$ cat src/rtl/assert_macros.svh
// Assertion macros used by the top-level RTL file.
`ifndef ASSERT_MACROS_SVH
`define ASSERT_MACROS_SVH

// Check a property on every rising clock edge outside reset.
`define ASSERT_CLK(label, prop, msg) \
    label: assert property (@(posedge aclk) disable iff (!aresetn) prop) \
        else $error(msg);

// Check that a condition never holds outside reset.
`define ASSERT_NEVER(label, expr, msg) \
    label: assert property (@(posedge aclk) disable iff (!aresetn) !(expr)) \
        else $error(msg);

`endif

$ cat src/rtl/tlbpt_pkg.sv
// Shared constants, types and helper functions of the TLB page-table translator.
package tlbpt_pkg;

    localparam int TLB_ENTRIES = 16;
    localparam int PAGE_COUNT  = 256;
    localparam int PAGE_BYTES  = 256;

    localparam int VA_W      = 16;
    localparam int PA_W      = 16;
    localparam int OFFSET_W  = $clog2(PAGE_BYTES);
    localparam int PAGE_W    = $clog2(PAGE_COUNT);
    localparam int FRAME_W   = PAGE_W;
    localparam int NFF_W     = PAGE_W + 1;
    localparam int TLB_IDX_W = $clog2(TLB_ENTRIES);
    localparam int TLB_CNT_W = $clog2(TLB_ENTRIES + 1);

    localparam int QUEUE_DEPTH = 2;
    localparam int QPTR_W      = $clog2(QUEUE_DEPTH);
    localparam int QCNT_W      = $clog2(QUEUE_DEPTH + 1);

    localparam logic [TLB_CNT_W-1:0] TLB_FULL = TLB_CNT_W'(TLB_ENTRIES);
    localparam logic [NFF_W-1:0]     NFF_MAX  = NFF_W'(PAGE_COUNT);

    typedef logic [PAGE_W-1:0]   page_t;
    typedef logic [OFFSET_W-1:0] offset_t;
    typedef logic [FRAME_W-1:0]  frame_t;

    // Classified request handed from the front to the back
    typedef struct packed {
        page_t   page;
        offset_t offset;
        logic    hit;
        frame_t  frame;
    } q_item_t;

    // New page/frame pair for the TLB, sent back to the front
    typedef struct packed {
        logic   valid;
        page_t  page;
        frame_t frame;
    } tlb_upd_t;

    function automatic page_t page_of(input logic [VA_W-1:0] va);
        logic [VA_W-1:0] sh;
        sh = va >> OFFSET_W;
        return page_t'(sh);
    endfunction

    function automatic offset_t offset_of(input logic [VA_W-1:0] va);
        return offset_t'(va);
    endfunction

    function automatic logic [PA_W-1:0] phys_addr(input frame_t frame, input offset_t offset);
        logic [FRAME_W+OFFSET_W-1:0] full;
        full = {frame, offset};
        return PA_W'(full);
    endfunction

endpackage

$ cat src/rtl/tlbpt_ram.sv
// Generic single-write, single-read RAM with registered read data.
module tlbpt_ram #(
    parameter int WIDTH = 8,
    parameter int DEPTH = 256
) (
    input  logic                     aclk,
    input  logic                     we,
    input  logic [$clog2(DEPTH)-1:0] waddr,
    input  logic [WIDTH-1:0]         wdata,
    input  logic [$clog2(DEPTH)-1:0] raddr,
    output logic [WIDTH-1:0]         rdata
);

    logic [WIDTH-1:0] mem_reg [DEPTH];
    logic [WIDTH-1:0] rdata_reg;

    always_ff @(posedge aclk) begin
        if (we) begin
            mem_reg[waddr] <= wdata;
        end
        rdata_reg <= mem_reg[raddr];
    end

    assign rdata = rdata_reg;

endmodule

$ cat src/rtl/tlbpt_queue.sv
// Short request queue between the lookup front and the page-table back.
module tlbpt_queue import tlbpt_pkg::*; (
    input  logic              aclk,
    input  logic              aresetn,
    input  logic              push,
    input  q_item_t           push_item,
    output logic              ready,
    input  logic              pop,
    output logic              valid,
    output q_item_t           head,
    output logic [QCNT_W-1:0] count
);

    q_item_t           mem_reg [QUEUE_DEPTH];
    logic [QPTR_W-1:0] wr_ptr_reg, wr_ptr_next;
    logic [QPTR_W-1:0] rd_ptr_reg, rd_ptr_next;
    logic [QCNT_W-1:0] count_reg, count_next;
    logic              do_push, do_pop;

    localparam logic [QPTR_W-1:0] PTR_LAST = QPTR_W'(QUEUE_DEPTH - 1);
    localparam logic [QCNT_W-1:0] CNT_FULL = QCNT_W'(QUEUE_DEPTH);

    assign ready   = (count_reg != CNT_FULL);
    assign valid   = (count_reg != '0);
    assign head    = mem_reg[rd_ptr_reg];
    assign count   = count_reg;
    assign do_push = push && ready;
    assign do_pop  = pop && valid;

    always_comb begin
        wr_ptr_next = wr_ptr_reg;
        rd_ptr_next = rd_ptr_reg;
        count_next  = count_reg;
        if (do_push) begin
            wr_ptr_next = (wr_ptr_reg == PTR_LAST) ? '0 : wr_ptr_reg + 1'b1;
        end
        if (do_pop) begin
            rd_ptr_next = (rd_ptr_reg == PTR_LAST) ? '0 : rd_ptr_reg + 1'b1;
        end
        if (do_push && !do_pop) begin
            count_next = count_reg + 1'b1;
        end else if (do_pop && !do_push) begin
            count_next = count_reg - 1'b1;
        end
    end

    always_ff @(posedge aclk) begin
        if (do_push) begin
            mem_reg[wr_ptr_reg] <= push_item;
        end
    end

    always_ff @(posedge aclk) begin
        if (!aresetn) begin
            wr_ptr_reg <= '0;
            rd_ptr_reg <= '0;
            count_reg  <= '0;
        end else begin
            wr_ptr_reg <= wr_ptr_next;
            rd_ptr_reg <= rd_ptr_next;
            count_reg  <= count_next;
        end
    end

endmodule

$ cat src/rtl/tlbpt_front.sv
// Front end: accepts addresses, searches the TLB and keeps its FIFO replacement state.
module tlbpt_front import tlbpt_pkg::*; (
    input  logic            aclk,
    input  logic            aresetn,
    input  logic            s_tvalid,
    output logic            s_tready,
    input  logic [VA_W-1:0] s_va,
    output logic            q_push,
    output q_item_t         q_item,
    input  logic            q_ready,
    input  tlb_upd_t        tlb_upd,
    output logic            miss_pending
);

    page_t                 tag_reg [TLB_ENTRIES];
    frame_t                frm_reg [TLB_ENTRIES];
    logic [TLB_CNT_W-1:0]  fill_reg, fill_next;
    logic [TLB_IDX_W-1:0]  oldest_reg, oldest_next;
    logic                  miss_pend_reg, miss_pend_next;

    page_t                 page;
    logic                  hit;
    frame_t                hit_frame;
    logic                  accept;
    logic                  tlb_full;
    logic [TLB_IDX_W-1:0]  ins_slot;

    localparam logic [TLB_IDX_W-1:0] SLOT_LAST = TLB_IDX_W'(TLB_ENTRIES - 1);

    assign page = page_of(s_va);

    // Scan valid slots; lowest matching slot wins
    always_comb begin
        hit       = 1'b0;
        hit_frame = '0;
        for (int i = TLB_ENTRIES - 1; i >= 0; i--) begin
            if ((TLB_CNT_W'(i) < fill_reg) && (tag_reg[i] == page)) begin
                hit       = 1'b1;
                hit_frame = frm_reg[i];
            end
        end
    end

    // Hold new requests while a miss may still change the TLB
    assign s_tready = q_ready && !miss_pend_reg;
    assign accept   = s_tvalid && s_tready;

    assign q_push        = accept;
    assign q_item.page   = page;
    assign q_item.offset = offset_of(s_va);
    assign q_item.hit    = hit;
    assign q_item.frame  = hit_frame;

    assign miss_pending = miss_pend_reg;

    assign tlb_full = (fill_reg == TLB_FULL);
    assign ins_slot = tlb_full ? oldest_reg : fill_reg[TLB_IDX_W-1:0];

    always_comb begin
        fill_next      = fill_reg;
        oldest_next    = oldest_reg;
        miss_pend_next = miss_pend_reg;
        if (accept && !hit) begin
            miss_pend_next = 1'b1;
        end else if (tlb_upd.valid) begin
            miss_pend_next = 1'b0;
        end
        if (tlb_upd.valid) begin
            if (!tlb_full) begin
                fill_next = fill_reg + 1'b1;
            end else begin
                oldest_next = (oldest_reg == SLOT_LAST) ? '0 : oldest_reg + 1'b1;
            end
        end
    end

    always_ff @(posedge aclk) begin
        if (tlb_upd.valid) begin
            tag_reg[ins_slot] <= tlb_upd.page;
            frm_reg[ins_slot] <= tlb_upd.frame;
        end
    end

    always_ff @(posedge aclk) begin
        if (!aresetn) begin
            fill_reg      <= '0;
            oldest_reg    <= '0;
            miss_pend_reg <= 1'b0;
        end else begin
            fill_reg      <= fill_next;
            oldest_reg    <= oldest_next;
            miss_pend_reg <= miss_pend_next;
        end
    end

endmodule

$ cat src/rtl/tlbpt_back.sv
// Back end: resolves TLB misses in the page table, assigns frames and drives the result.
module tlbpt_back import tlbpt_pkg::*; (
    input  logic            aclk,
    input  logic            aresetn,
    input  logic            q_valid,
    input  q_item_t         q_item,
    output logic            q_pop,
    output tlb_upd_t        tlb_upd,
    output logic            m_tvalid,
    input  logic            m_tready,
    output logic [PA_W-1:0] m_pa,
    output logic            m_hit,
    output logic            m_fault
);

    localparam logic ST_IDLE = 1'b0;
    localparam logic ST_READ = 1'b1;

    logic                  state_reg, state_next;
    page_t                 hold_page_reg;
    offset_t               hold_off_reg;
    logic [PAGE_COUNT-1:0] present_reg;
    logic [NFF_W-1:0]      nff_reg, nff_next;
    logic                  m_valid_reg, m_valid_next;
    logic [PA_W-1:0]       m_pa_reg;
    logic                  m_hit_reg;
    logic                  m_fault_reg;

    logic                  out_free;
    logic                  out_load;
    logic [PA_W-1:0]       out_pa;
    logic                  out_hit;
    logic                  out_fault;
    logic                  set_present;
    logic                  ram_we;
    page_t                 ram_raddr;
    frame_t                ram_rdata;
    frame_t                new_frame;

    assign out_free  = !m_valid_reg || m_tready;
    assign new_frame = nff_reg[FRAME_W-1:0];
    // Keep the read address on the held page so the read data stays put
    assign ram_raddr = (state_reg == ST_IDLE) ? q_item.page : hold_page_reg;

    tlbpt_ram #(
        .WIDTH(FRAME_W),
        .DEPTH(PAGE_COUNT)
    ) u_page_map (
        .aclk  (aclk),
        .we    (ram_we),
        .waddr (q_item.page),
        .wdata (new_frame),
        .raddr (ram_raddr),
        .rdata (ram_rdata)
    );

    always_comb begin
        state_next    = state_reg;
        q_pop         = 1'b0;
        tlb_upd       = '0;
        out_load      = 1'b0;
        out_pa        = '0;
        out_hit       = 1'b0;
        out_fault     = 1'b0;
        set_present   = 1'b0;
        ram_we        = 1'b0;
        unique case (state_reg)
            ST_IDLE: begin
                if (q_valid && out_free) begin
                    q_pop = 1'b1;
                    if (q_item.hit) begin
                        out_load = 1'b1;
                        out_pa   = phys_addr(q_item.frame, q_item.offset);
                        out_hit  = 1'b1;
                    end else if (!present_reg[q_item.page]) begin
                        // Page fault: hand out the next free frame
                        ram_we        = 1'b1;
                        set_present   = 1'b1;
                        out_load      = 1'b1;
                        out_pa        = phys_addr(new_frame, q_item.offset);
                        out_fault     = 1'b1;
                        tlb_upd.valid = 1'b1;
                        tlb_upd.page  = q_item.page;
                        tlb_upd.frame = new_frame;
                    end else begin
                        state_next = ST_READ;
                    end
                end
            end
            ST_READ: begin
                if (out_free) begin
                    out_load      = 1'b1;
                    out_pa        = phys_addr(ram_rdata, hold_off_reg);
                    tlb_upd.valid = 1'b1;
                    tlb_upd.page  = hold_page_reg;
                    tlb_upd.frame = ram_rdata;
                    state_next    = ST_IDLE;
                end
            end
        endcase
    end

    always_comb begin
        nff_next = nff_reg;
        if (set_present && (nff_reg < NFF_MAX)) begin
            nff_next = nff_reg + 1'b1;
        end
        m_valid_next = m_valid_reg;
        if (out_load) begin
            m_valid_next = 1'b1;
        end else if (m_tready) begin
            m_valid_next = 1'b0;
        end
    end

    always_ff @(posedge aclk) begin
        if (q_pop) begin
            hold_page_reg <= q_item.page;
            hold_off_reg  <= q_item.offset;
        end
        if (out_load) begin
            m_pa_reg    <= out_pa;
            m_hit_reg   <= out_hit;
            m_fault_reg <= out_fault;
        end
    end

    always_ff @(posedge aclk) begin
        if (!aresetn) begin
            state_reg   <= ST_IDLE;
            present_reg <= '0;
            nff_reg     <= '0;
            m_valid_reg <= 1'b0;
        end else begin
            state_reg   <= state_next;
            nff_reg     <= nff_next;
            m_valid_reg <= m_valid_next;
            if (set_present) begin
                present_reg[q_item.page] <= 1'b1;
            end
        end
    end

    assign m_tvalid = m_valid_reg;
    assign m_pa     = m_pa_reg;
    assign m_hit    = m_hit_reg;
    assign m_fault  = m_fault_reg;

endmodule

$ cat src/rtl/tlb_page_table_translator_core.sv
// Top level of the TLB page-table translator: front, request queue and back joined.
// Translates each 16-bit virtual address (page in the upper byte, offset in the lower) into a
// physical address, giving one result per request with TLB-hit and page-fault flags. A TLB hit
// is classified by the 16-entry parallel tag compare and then flows through the two-entry queue
// at one request per cycle while results are taken and no miss is pending. A miss holds the
// input until the back has updated the TLB: a page fault gets its frame in the back's idle
// state; a present-page miss waits in the read state for a registered 256-entry page map read.
// The output register reloads in the cycle its result is taken; while a result waits, the back
// holds and the queue absorbs up to two more requests before the input stalls.
// No clearing pass is needed after reset; the block takes requests once reset is released.
`include "assert_macros.svh"

module tlb_page_table_translator_core import tlbpt_pkg::*; (
    input  logic        aclk,
    input  logic        aresetn,
    input  logic        s_tvalid,
    output logic        s_tready,
    input  logic [15:0] s_tdata,   // [15:0] virtual_address
    output logic        m_tvalid,
    input  logic        m_tready,
    output logic [15:0] m_tdata,   // [15:0] physical_address
    output logic [1:0]  m_tuser    // [0] tlb_hit, [1] page_fault
);

    logic              q_push;
    q_item_t           q_in_item;
    logic              q_ready;
    logic              q_pop;
    logic              q_valid;
    q_item_t           q_head;
    logic [QCNT_W-1:0] q_count;
    tlb_upd_t          tlb_upd;
    logic              miss_pending;
    logic [PA_W-1:0]   m_pa;
    logic              m_hit;
    logic              m_fault;

    tlbpt_front u_front (
        .aclk         (aclk),
        .aresetn      (aresetn),
        .s_tvalid     (s_tvalid),
        .s_tready     (s_tready),
        .s_va         (s_tdata),
        .q_push       (q_push),
        .q_item       (q_in_item),
        .q_ready      (q_ready),
        .tlb_upd      (tlb_upd),
        .miss_pending (miss_pending)
    );

    tlbpt_queue u_queue (
        .aclk      (aclk),
        .aresetn   (aresetn),
        .push      (q_push),
        .push_item (q_in_item),
        .ready     (q_ready),
        .pop       (q_pop),
        .valid     (q_valid),
        .head      (q_head),
        .count     (q_count)
    );

    tlbpt_back u_back (
        .aclk     (aclk),
        .aresetn  (aresetn),
        .q_valid  (q_valid),
        .q_item   (q_head),
        .q_pop    (q_pop),
        .tlb_upd  (tlb_upd),
        .m_tvalid (m_tvalid),
        .m_tready (m_tready),
        .m_pa     (m_pa),
        .m_hit    (m_hit),
        .m_fault  (m_fault)
    );

    assign m_tdata = m_pa;
    assign m_tuser = {m_fault, m_hit};

    `ASSERT_NEVER(a_flags_exclusive, m_tvalid && m_tuser[0] && m_tuser[1], "hit and fault both set")
    `ASSERT_CLK(a_upd_needs_miss, tlb_upd.valid |-> miss_pending, "TLB update without a miss")
    `ASSERT_CLK(a_queue_bound, q_count <= QCNT_W'(QUEUE_DEPTH), "request queue overfilled")
    `ASSERT_NEVER(a_pop_on_empty, q_pop && !q_valid, "pop from empty request queue")

endmodule

$ cat config.mk
export PLATFORM = sky130hd
export DESIGN_NAME = tlb_page_table_translator_core
export DESIGN_NICKNAME = d
export VERILOG_FILES = /design/src/rtl/tlbpt_pkg.sv /design/src/rtl/tlbpt_ram.sv /design/src/rtl/tlbpt_queue.sv /design/src/rtl/tlbpt_front.sv /design/src/rtl/tlbpt_back.sv /design/src/rtl/tlb_page_table_translator_core.sv
export VERILOG_INCLUDE_DIRS = /design/src /design/src/rtl
export SDC_FILE = /design/constraint.sdc
export NUM_CORES = 2
export LEC_CHECK = 0
export BUFFER_PORTS_ARGS = -buffer_cell sky130_fd_sc_hd__buf_4
export CAP_MARGIN = 20
export CORE_ASPECT_RATIO = 0.75
export CORE_UTILIZATION = 40
export DETAILED_ROUTE_END_ITERATION = 16
export HOLD_SLACK_MARGIN = 0.03
export MAX_ROUTING_LAYER = met4
export PLACE_DENSITY = 0.57
export SLEW_MARGIN = 20
export SYNTH_ARGS = -nofsm -noshare
export SYNTH_HDL_FRONTEND = slang
export SYNTH_SLANG_ARGS = --single-unit
$ cat constraint.sdc
create_clock -name aclk -period 6.9 [get_ports aclk]
set_clock_uncertainty 0.1 [all_clocks]
set_input_delay 1.38 -clock aclk [delete_from_list [all_inputs] [get_ports aclk]]
set_output_delay 1.38 -clock aclk [all_outputs]
set_load 0.005 [all_outputs]
# [Yosys cells after proc, flatten, opt, wreduce, memory -nomap -nowiden]
# Memory sizes are Yosys's and may differ from the RTL's. A register that Yosys moved wholly into a read port is not among the register bits.
# Cells that the tools add are included.
[word_totals] ramBits=2354 register_bits=315 memories=4
[memory_table] memory="u_back.u_page_map.mem_reg" depth=256 word_bits=8 read_ports=1 rd_clocked_by_memory_dff=1 wr=1 line_no="tlbpt_ram.sv:14" rtl="logic [WIDTH-1:0] mem_reg [DEPTH];"
[memory_table] memory="u_front.frm_reg" depth=16 word_bits=8 read_ports=16 rd_clocked_by_memory_dff=0 wr=1 line_no="tlbpt_front.sv:16" rtl="frame_t frm_reg [TLB_ENTRIES];"
[memory_table] memory="u_front.tag_reg" depth=16 word_bits=8 read_ports=16 rd_clocked_by_memory_dff=0 wr=1 line_no="tlbpt_front.sv:15" rtl="page_t tag_reg [TLB_ENTRIES];"
[memory_table] memory="u_queue.mem_reg" depth=2 word_bits=25 read_ports=1 rd_clocked_by_memory_dff=1 wr=1 line_no="tlbpt_queue.sv:14" rtl="q_item_t mem_reg [QUEUE_DEPTH];"
[classes] n_reduce_logical=39 bitwise=4 n_mux=81 n_addsub=7 eq_ne=19 order_cmp=19
[ops] cell="bitwise OR 256 bit" n=1
[ops] cell="two-way mux 8 bit" n=17
[ops] cell="== test 8 bit" n=16
[ops] cell="two-way mux 17 bit" n=4
[ops] cell="two-way mux 16 bit" n=4
[ops] cell="two-way mux 1 bit" n=46
[ops] cell="< comparator 4 x 5 -> 1 bit (first input constant)" n=8
[ops] cell="one-hot mux 17 bit (2 select lines)" n=1
[ops] cell="one-hot mux 16 bit (2 select lines)" n=1
[ops] cell="logical AND 1 bit" n=26
[ops] cell="< comparator 3 x 5 -> 1 bit (first input constant)" n=4
[ops] cell="< comparator 1 x 5 -> 1 bit (first input constant)" n=2
[ops] cell="< comparator 2 x 5 -> 1 bit (first input constant)" n=2
[ops] cell="adder 9 x 1 -> 9 bit (second input constant)" n=1
[ops] cell="< comparator 8 x 9 -> 1 bit (second input constant)" n=1
[ops] cell="< comparator 9 bit (second input constant)" n=1
[ops] cell="binary-select mux 1 bit (select 8 bit)" n=1
[ops] cell="demux 1 bit (select 8 bit)" n=1
[ops] cell="greater-or-equal comparator 8 x 1 -> 1 bit (second input constant)" n=1
[ops] cell="two-way mux 4 bit" n=2
[ops] cell="nonzero test 2 bit" n=4
[ops] cell="adder 5 x 1 -> 5 bit (second input constant)" n=1
[ops] cell="== test 5 bit (second input constant)" n=1
[ops] cell="zero test 1 bit" n=5
[ops] cell="other kinds (12)" n=18

# [Logic depth before layout (Yosys ltp)]
[logic_depth] depth_word=21 depth_mapped=16 ltp_nobuf=11

# [Hierarchy]
# A second synthesis with hierarchy kept.
[hier_totals] hier_cells=6000 area_unflattened_um2=106315.7
[modules_own_cells] module="tlbpt_ram" instances=1 area_per_inst_um2=79556.3 seq_area_each_um2=61659.1 cells_each=3733
[modules_own_cells] module="tlbpt_back" instances=1 area_per_inst_um2=12911.1 seq_area_each_um2=6366.1 cells_each=1319
[modules_own_cells] module="tlbpt_front" instances=1 area_per_inst_um2=11792.6 seq_area_each_um2=7887.6 cells_each=844
[modules_own_cells] module="tlbpt_queue" instances=1 area_per_inst_um2=2040.7 seq_area_each_um2=1601.5 cells_each=102
[modules_own_cells] module="tlb_page_table_translator_core" instances=1 area_per_inst_um2=15.0 seq_area_each_um2=0.0 cells_each=2

# [Worst setup path after synthesis]
# OpenSTA, ideal clock, no wires.
[synth_path] kind="register to register" start="reg u_back.nff_reg[4]" end="reg u_back.m_pa_reg[12] (netlist: u_back.m_pa[12]), data pin" setup_ps=150 period_less_slack_ps=5109 required_time_ps=6650 stages_incl_launch_ff=4 arrival_time_ps=4859 path_slack_ps=1791 path_cell_list="dfxtp_1 > inv_1 > o21ai_0 > o21bai_1"
[synth_via] elab_chain_cells=4
[synth_rtl] element="start, declared" line_no="tlbpt_back.sv:23" rtl="logic [NFF_W-1:0] nff_reg, nff_next;"
[synth_rtl] element="start signal, assigned" line_no="tlbpt_back.sv:136" rtl="nff_reg <= nff_next;"
[synth_rtl] element="two-way mux 16 bit" line_no="tlbpt_back.sv:75" rtl="end else if (!present_reg[q_item.page]) begin"
[synth_rtl] element="two-way mux 16 bit" line_no="tlbpt_back.sv:71" rtl="if (q_item.hit) begin"
[synth_rtl] element="two-way mux 16 bit" line_no="tlbpt_back.sv:69" rtl="if (q_valid && out_free) begin"
[synth_rtl] element="one-hot mux 16 bit (2 select lines)" line_no="tlbpt_back.sv:67" rtl="unique case (state_reg)"
[synth_rtl] element="via u_back.out_pa[12]" line_no="tlbpt_back.sv:31" rtl="logic [PA_W-1:0] out_pa;"
[synth_rtl] element="end signal, assigned" line_no="tlbpt_back.sv:122" rtl="m_pa_reg <= out_pa;"
[synth_rtl] element="end, declared" line_no="tlbpt_back.sv:25" rtl="logic [PA_W-1:0] m_pa_reg;"
# The timed path passes the listed nets, and every way through them passes these cells.
# A chain may end at the register's enable or synchronous reset.

==> metrics.txt <==
# TYPE chip_impl_metric gauge
chip_impl_metric{name="mappedNetlistArea",unit="sq mm"} 0.107
chip_impl_metric{name="port_buffers",unit=""} 39
chip_impl_metric{name="synth_seq_cells",unit=""} 2678
chip_impl_info{name="highest_count_cells_in_the_layout_ignoring_fill_and_taps",value="edfxtp_1, mux4_2, buf_4"} 1
chip_impl_metric{name="overflow",unit=""} 0
chip_impl_info{name="rsz0062_at_grt",value="no"} 1
chip_impl_info{name="synth_top_cell_by_area",value="edfxtp_1"} 1
chip_impl_metric{name="finalWorstPathRequiredPeriod",unit="ns"} 5.98
chip_impl_info{name="netlist_top_cells_area",value="edfxtp_1, mux4_2, dfxtp_1, nor4_2, o21a_1"} 1
chip_impl_metric{name="vias_per_cell",unit=""} 5.90
chip_impl_metric{name="post_cts_resized",unit=""} 0
chip_impl_metric{name="synthDistinctLibCells",unit=""} 77
chip_impl_metric{name="post_synth_fa_ha_maj_area_fraction",unit="%"} 0.0583
chip_impl_metric{name="p_seq_share",unit="%"} 44.6
chip_impl_metric{name="total_leakage_power",unit="nW"} 42.6
chip_impl_metric{name="async_flop_share",unit="%"} 0
chip_impl_metric{name="pin_count_of_the_biggest_net_entering_global_routing",unit=""} 186
chip_impl_metric{name="chipWidth",unit="um"} 600
chip_impl_info{name="crit_path_end_kind",value="register"} 1
chip_impl_info{name="yosys_most_used_dff",value="edfxtp_1"} 1
chip_impl_metric{name="pre_cts_ws",unit="ns"} 1.16
chip_impl_metric{name="post_synth_mux_area_share",unit="%"} 12.6
chip_impl_metric{name="final-seq-area",unit="sq mm"} 0.0775
chip_impl_metric{name="area_taken_by_multi_input_logic_gates",unit="sq mm"} 0.0284
chip_impl_metric{name="wire_length_of_the_first_global_routing_pass",unit="um"} 431000
chip_impl_metric{name="die_height",unit="um"} 451
chip_impl_metric{name="largest_register_ff_count",unit=""} 2048
chip_impl_metric{name="final_core_utilization",unit="%"} 45.9
chip_impl_info{name="cts_tree",value="yes"} 1
chip_impl_metric{name="cp.arrival",unit="ns"} 6.48
chip_impl_metric{name="tightest_slew",unit="ns"} 1.22
chip_impl_metric{name="worstPathMaxFanout",unit=""} 30
chip_impl_metric{name="gpl.final_weighted_congestion",unit=""} 0.877
chip_impl_metric{name="drt_iter0_drc",unit=""} 6813
chip_impl_metric{name="htree_levels",unit=""} 4
chip_impl_metric{name="post_cts_hold_buffer_count",unit=""} 0
chip_impl_info{name="cp-start-kind",value="register"} 1
chip_impl_metric{name="synth_enable_flop_cells",unit=""} 2388
chip_impl_metric{name="reg2reg_depth",unit=""} 12
chip_impl_metric{name="yosys_warnings",unit=""} 0
chip_impl_metric{name="clk_latency",unit="ns"} 0.93
chip_impl_info{name="status",value="finished clean"} 1
chip_impl_metric{name="setup-violations-final",unit=""} 0
chip_impl_metric{name="worst_hold_slack",unit="ns"} 0.359
chip_impl_metric{name="max_cap_viol_count",unit=""} 0
chip_impl_metric{name="post_synth.cell_area_avg",unit="sq um"} 18.4
chip_impl_metric{name="power.clock.fraction",unit="%"} 33.4
chip_impl_info{name="largest_family_of_logic_cells_by_synthesized_area",value="multiplexers"} 1
chip_impl_info{name="layout.cells.most_common",value="edfxtp_1"} 1
chip_impl_metric{name="overall_power_after_layout",unit="mW"} 41.1
chip_impl_metric{name="synth_simple_gate_area_share",unit="%"} 5.18
chip_impl_metric{name="synth_fp_nets",unit=""} 5861
chip_impl_metric{name="slew_viol_final",unit=""} 0
chip_impl_metric{name="switching_share",unit="%"} 31.0
chip_impl_metric{name="synthToLayoutAreaGrowth",unit="%"} 13.9
chip_impl_metric{name="cts_inserted_buffers",unit=""} 249
chip_impl_metric{name="power.combinational.fraction",unit="%"} 22.0
chip_impl_metric{name="boundaryPins",unit=""} 40
chip_impl_metric{name="numClockSinks",unit=""} 2678
chip_impl_metric{name="route.detailed.wl_per_inst",unit="um"} 30.5
chip_impl_metric{name="path_clk_slew",unit="ns"} 0.07
chip_impl_metric{name="layout.filler_cells",unit=""} 22400
chip_impl_metric{name="hold_depth",unit=""} 2
chip_impl_metric{name="route.vias.total",unit=""} 58300
chip_impl_metric{name="dp.final_hpwl",unit="um"} 184000
chip_impl_metric{name="finish.net_count",unit=""} 6125
chip_impl_metric{name="synthesis.instances",unit=""} 5836
chip_impl_metric{name="clk_path_buf_depth",unit=""} 4
chip_impl_metric{name="drt.antenna.violating_nets",unit=""} 0
chip_impl_metric{name="number_of_placement_rows",unit=""} 164
chip_impl_metric{name="first_global_vias",unit=""} 57400
chip_impl_info{name="timing.hold.worst.class",value="reg -> reg"} 1
chip_impl_metric{name="grtUsageTotal",unit="%"} 22.7
chip_impl_metric{name="initial_utilization",unit="%"} 40.3
chip_impl_metric{name="drive_above_1_share",unit="%"} 26.3
chip_impl_metric{name="irDropWorstVdd",unit="mV"} 0.243
chip_impl_metric{name="synth_compound_gate_area_share",unit="%"} 6.89
chip_impl_metric{name="synth_top_area_share",unit="%"} 66.8
chip_impl_metric{name="coreArea",unit="sq mm"} 0.267
chip_impl_metric{name="timing.fmax",unit="MHz"} 167
chip_impl_metric{name="finalCritPeriodShare",unit="%"} 86.7
chip_impl_metric{name="synth_xor_area_share",unit="%"} 1.09
chip_impl_metric{name="post_cts_buffers",unit=""} 0
chip_impl_info{name="timing.setup.critical_path_class",value="reg -> reg"} 1
chip_impl_metric{name="detailedRoute.firstPassIterationCount",unit=""} 6
chip_impl_metric{name="synth_sequential_area_ratio",unit="%"} 72.2
chip_impl_info{name="clock_tree.root_cell",value="clkbuf_16"} 1
chip_impl_metric{name="setup_ws",unit="ns"} 0.920
chip_impl_metric{name="worst_ep_required_time",unit="ns"} 7.40
chip_impl_metric{name="drc",unit=""} 0
chip_impl_metric{name="die_area",unit="sq mm"} 0.270
chip_impl_metric{name="detail_route.wirelength",unit="um"} 301000
chip_impl_metric{name="hold_viol",unit=""} 0
chip_impl_metric{name="grt_antenna_before_repair",unit=""} 6
chip_impl_metric{name="power_per_cell_area",unit="mW/mm^2"} 336
chip_impl_metric{name="p_sw",unit="mW"} 12.7
chip_impl_metric{name="worst_slew_margin",unit="%"} 18.8
chip_impl_metric{name="setup-tns-final",unit="ns"} 0
chip_impl_metric{name="cellInternalPower",unit="mW"} 28.4
==> synth_stat cells, drive strengths merged (11+ instances only) <==
cell,instances
a2111oi,15
a211oi,231
a21oi,179
a221oi,15
a22o,25
a22oi,35
a31oi,13
buf,198
clkbuf,245
dfxtp,290
edfxtp,2388
inv,36
mux2,12
mux2i,185
mux4,514
nand2,121
nand2b,11
nand3,47
nand4,25
nor2,85
nor2b,135
nor3,49
nor4,244
o211ai,11
o21a,346
o21ai,96
o22ai,12
o41ai,23
or3,12
xnor2,74
xor2,59
==> final timing paths <==
check,start,to,slack (ns)
hold / removal,u_back.present_reg[210]$_SDFFE_PN0P_,u_back.present_reg[210]$_SDFFE_PN0P_,0.36
setup / recovery,register,u_back.m_pa[15]$_DFFE_PP_,0.92
setup reg to reg,register,u_back.m_pa[15]$_DFFE_PP_,0.92
hold reg to reg,u_back.present_reg[210]$_SDFFE_PN0P_,u_back.present_reg[210]$_SDFFE_PN0P_,0.36
==> worst max-delay path, cell delays in order (launching register included) <==
cell and delay, ns:
dfxtp_2 0.61, and3b_2 0.25, or2_2 0.79, a2111oi_0 0.27
o2111ai_1 0.65, mux2i_1 0.19, o211ai_1 0.29, nand3b_2 0.16
o21ai_4 0.70, buf_4 0.37, clkinv_1 0.38, a22o_1 0.59
o21bai_1 0.26
==> area by class of cell <==
class | instances | share of cell area (%)
flip-flops and latches | 2678 | 63.4
multi-input cells | 2677 | 23.2
clock buffers | 299 | 5.35
well taps | 3569 | 3.65
repair buffers | 456 | 3.02
clock inverters | 155 | 1.17
inverters | 38 | 0.117
diodes | 5 | 0.0102
==> routing by layer <==
metal | vias to the layer above | track usage, % | wire (um)
met2 | 2325 | 31.6 | 130000
met4 | 0 | 4.70 | 6380
li1 | 24400 | - | -
met5 | - | - | 0
met1 | 31100 | 34.3 | 140000
met3 | 394 | 4.70 | 25200
==> power groups by stage <==
stage / Clock (mW) / Sequential [mW] / Combinational [mW]
global placement: 0 / 18.7 / 8.89
finish: 13.7 / 18.3 / 9.06
detailed placement: 0 / 18.7 / 8.95
CTS: 13.9 / 18.3 / 8.97
floorplan: 0 / 18.6 / 5.28
global route: 14.5 / 18.3 / 9.39
==> per-stage QoR <==
stage,std cells,cell area (sq um)
5_1_grt,9876,122000
3_5_place_dp,9417,114000
2_1_floorplan,5836,107000
6_report,9877,122000
4_1_cts,9871,122000
3_3_place_gp,9417,114000
==> logic make-up after synthesis <==
| logic type | Yosys count |
|---|---|
| adder cells (fa/ha/maj) | 5 |
| multiplexers | 711 |
| AO/OA/AOI/OAI | 1057 |
| flip-flops | 2678 |
| XOR/XNOR | 133 |
| buffers and inverters | 481 |
| AND/OR/NAND/NOR | 771 |
Power figures use the tool's default switching activity.
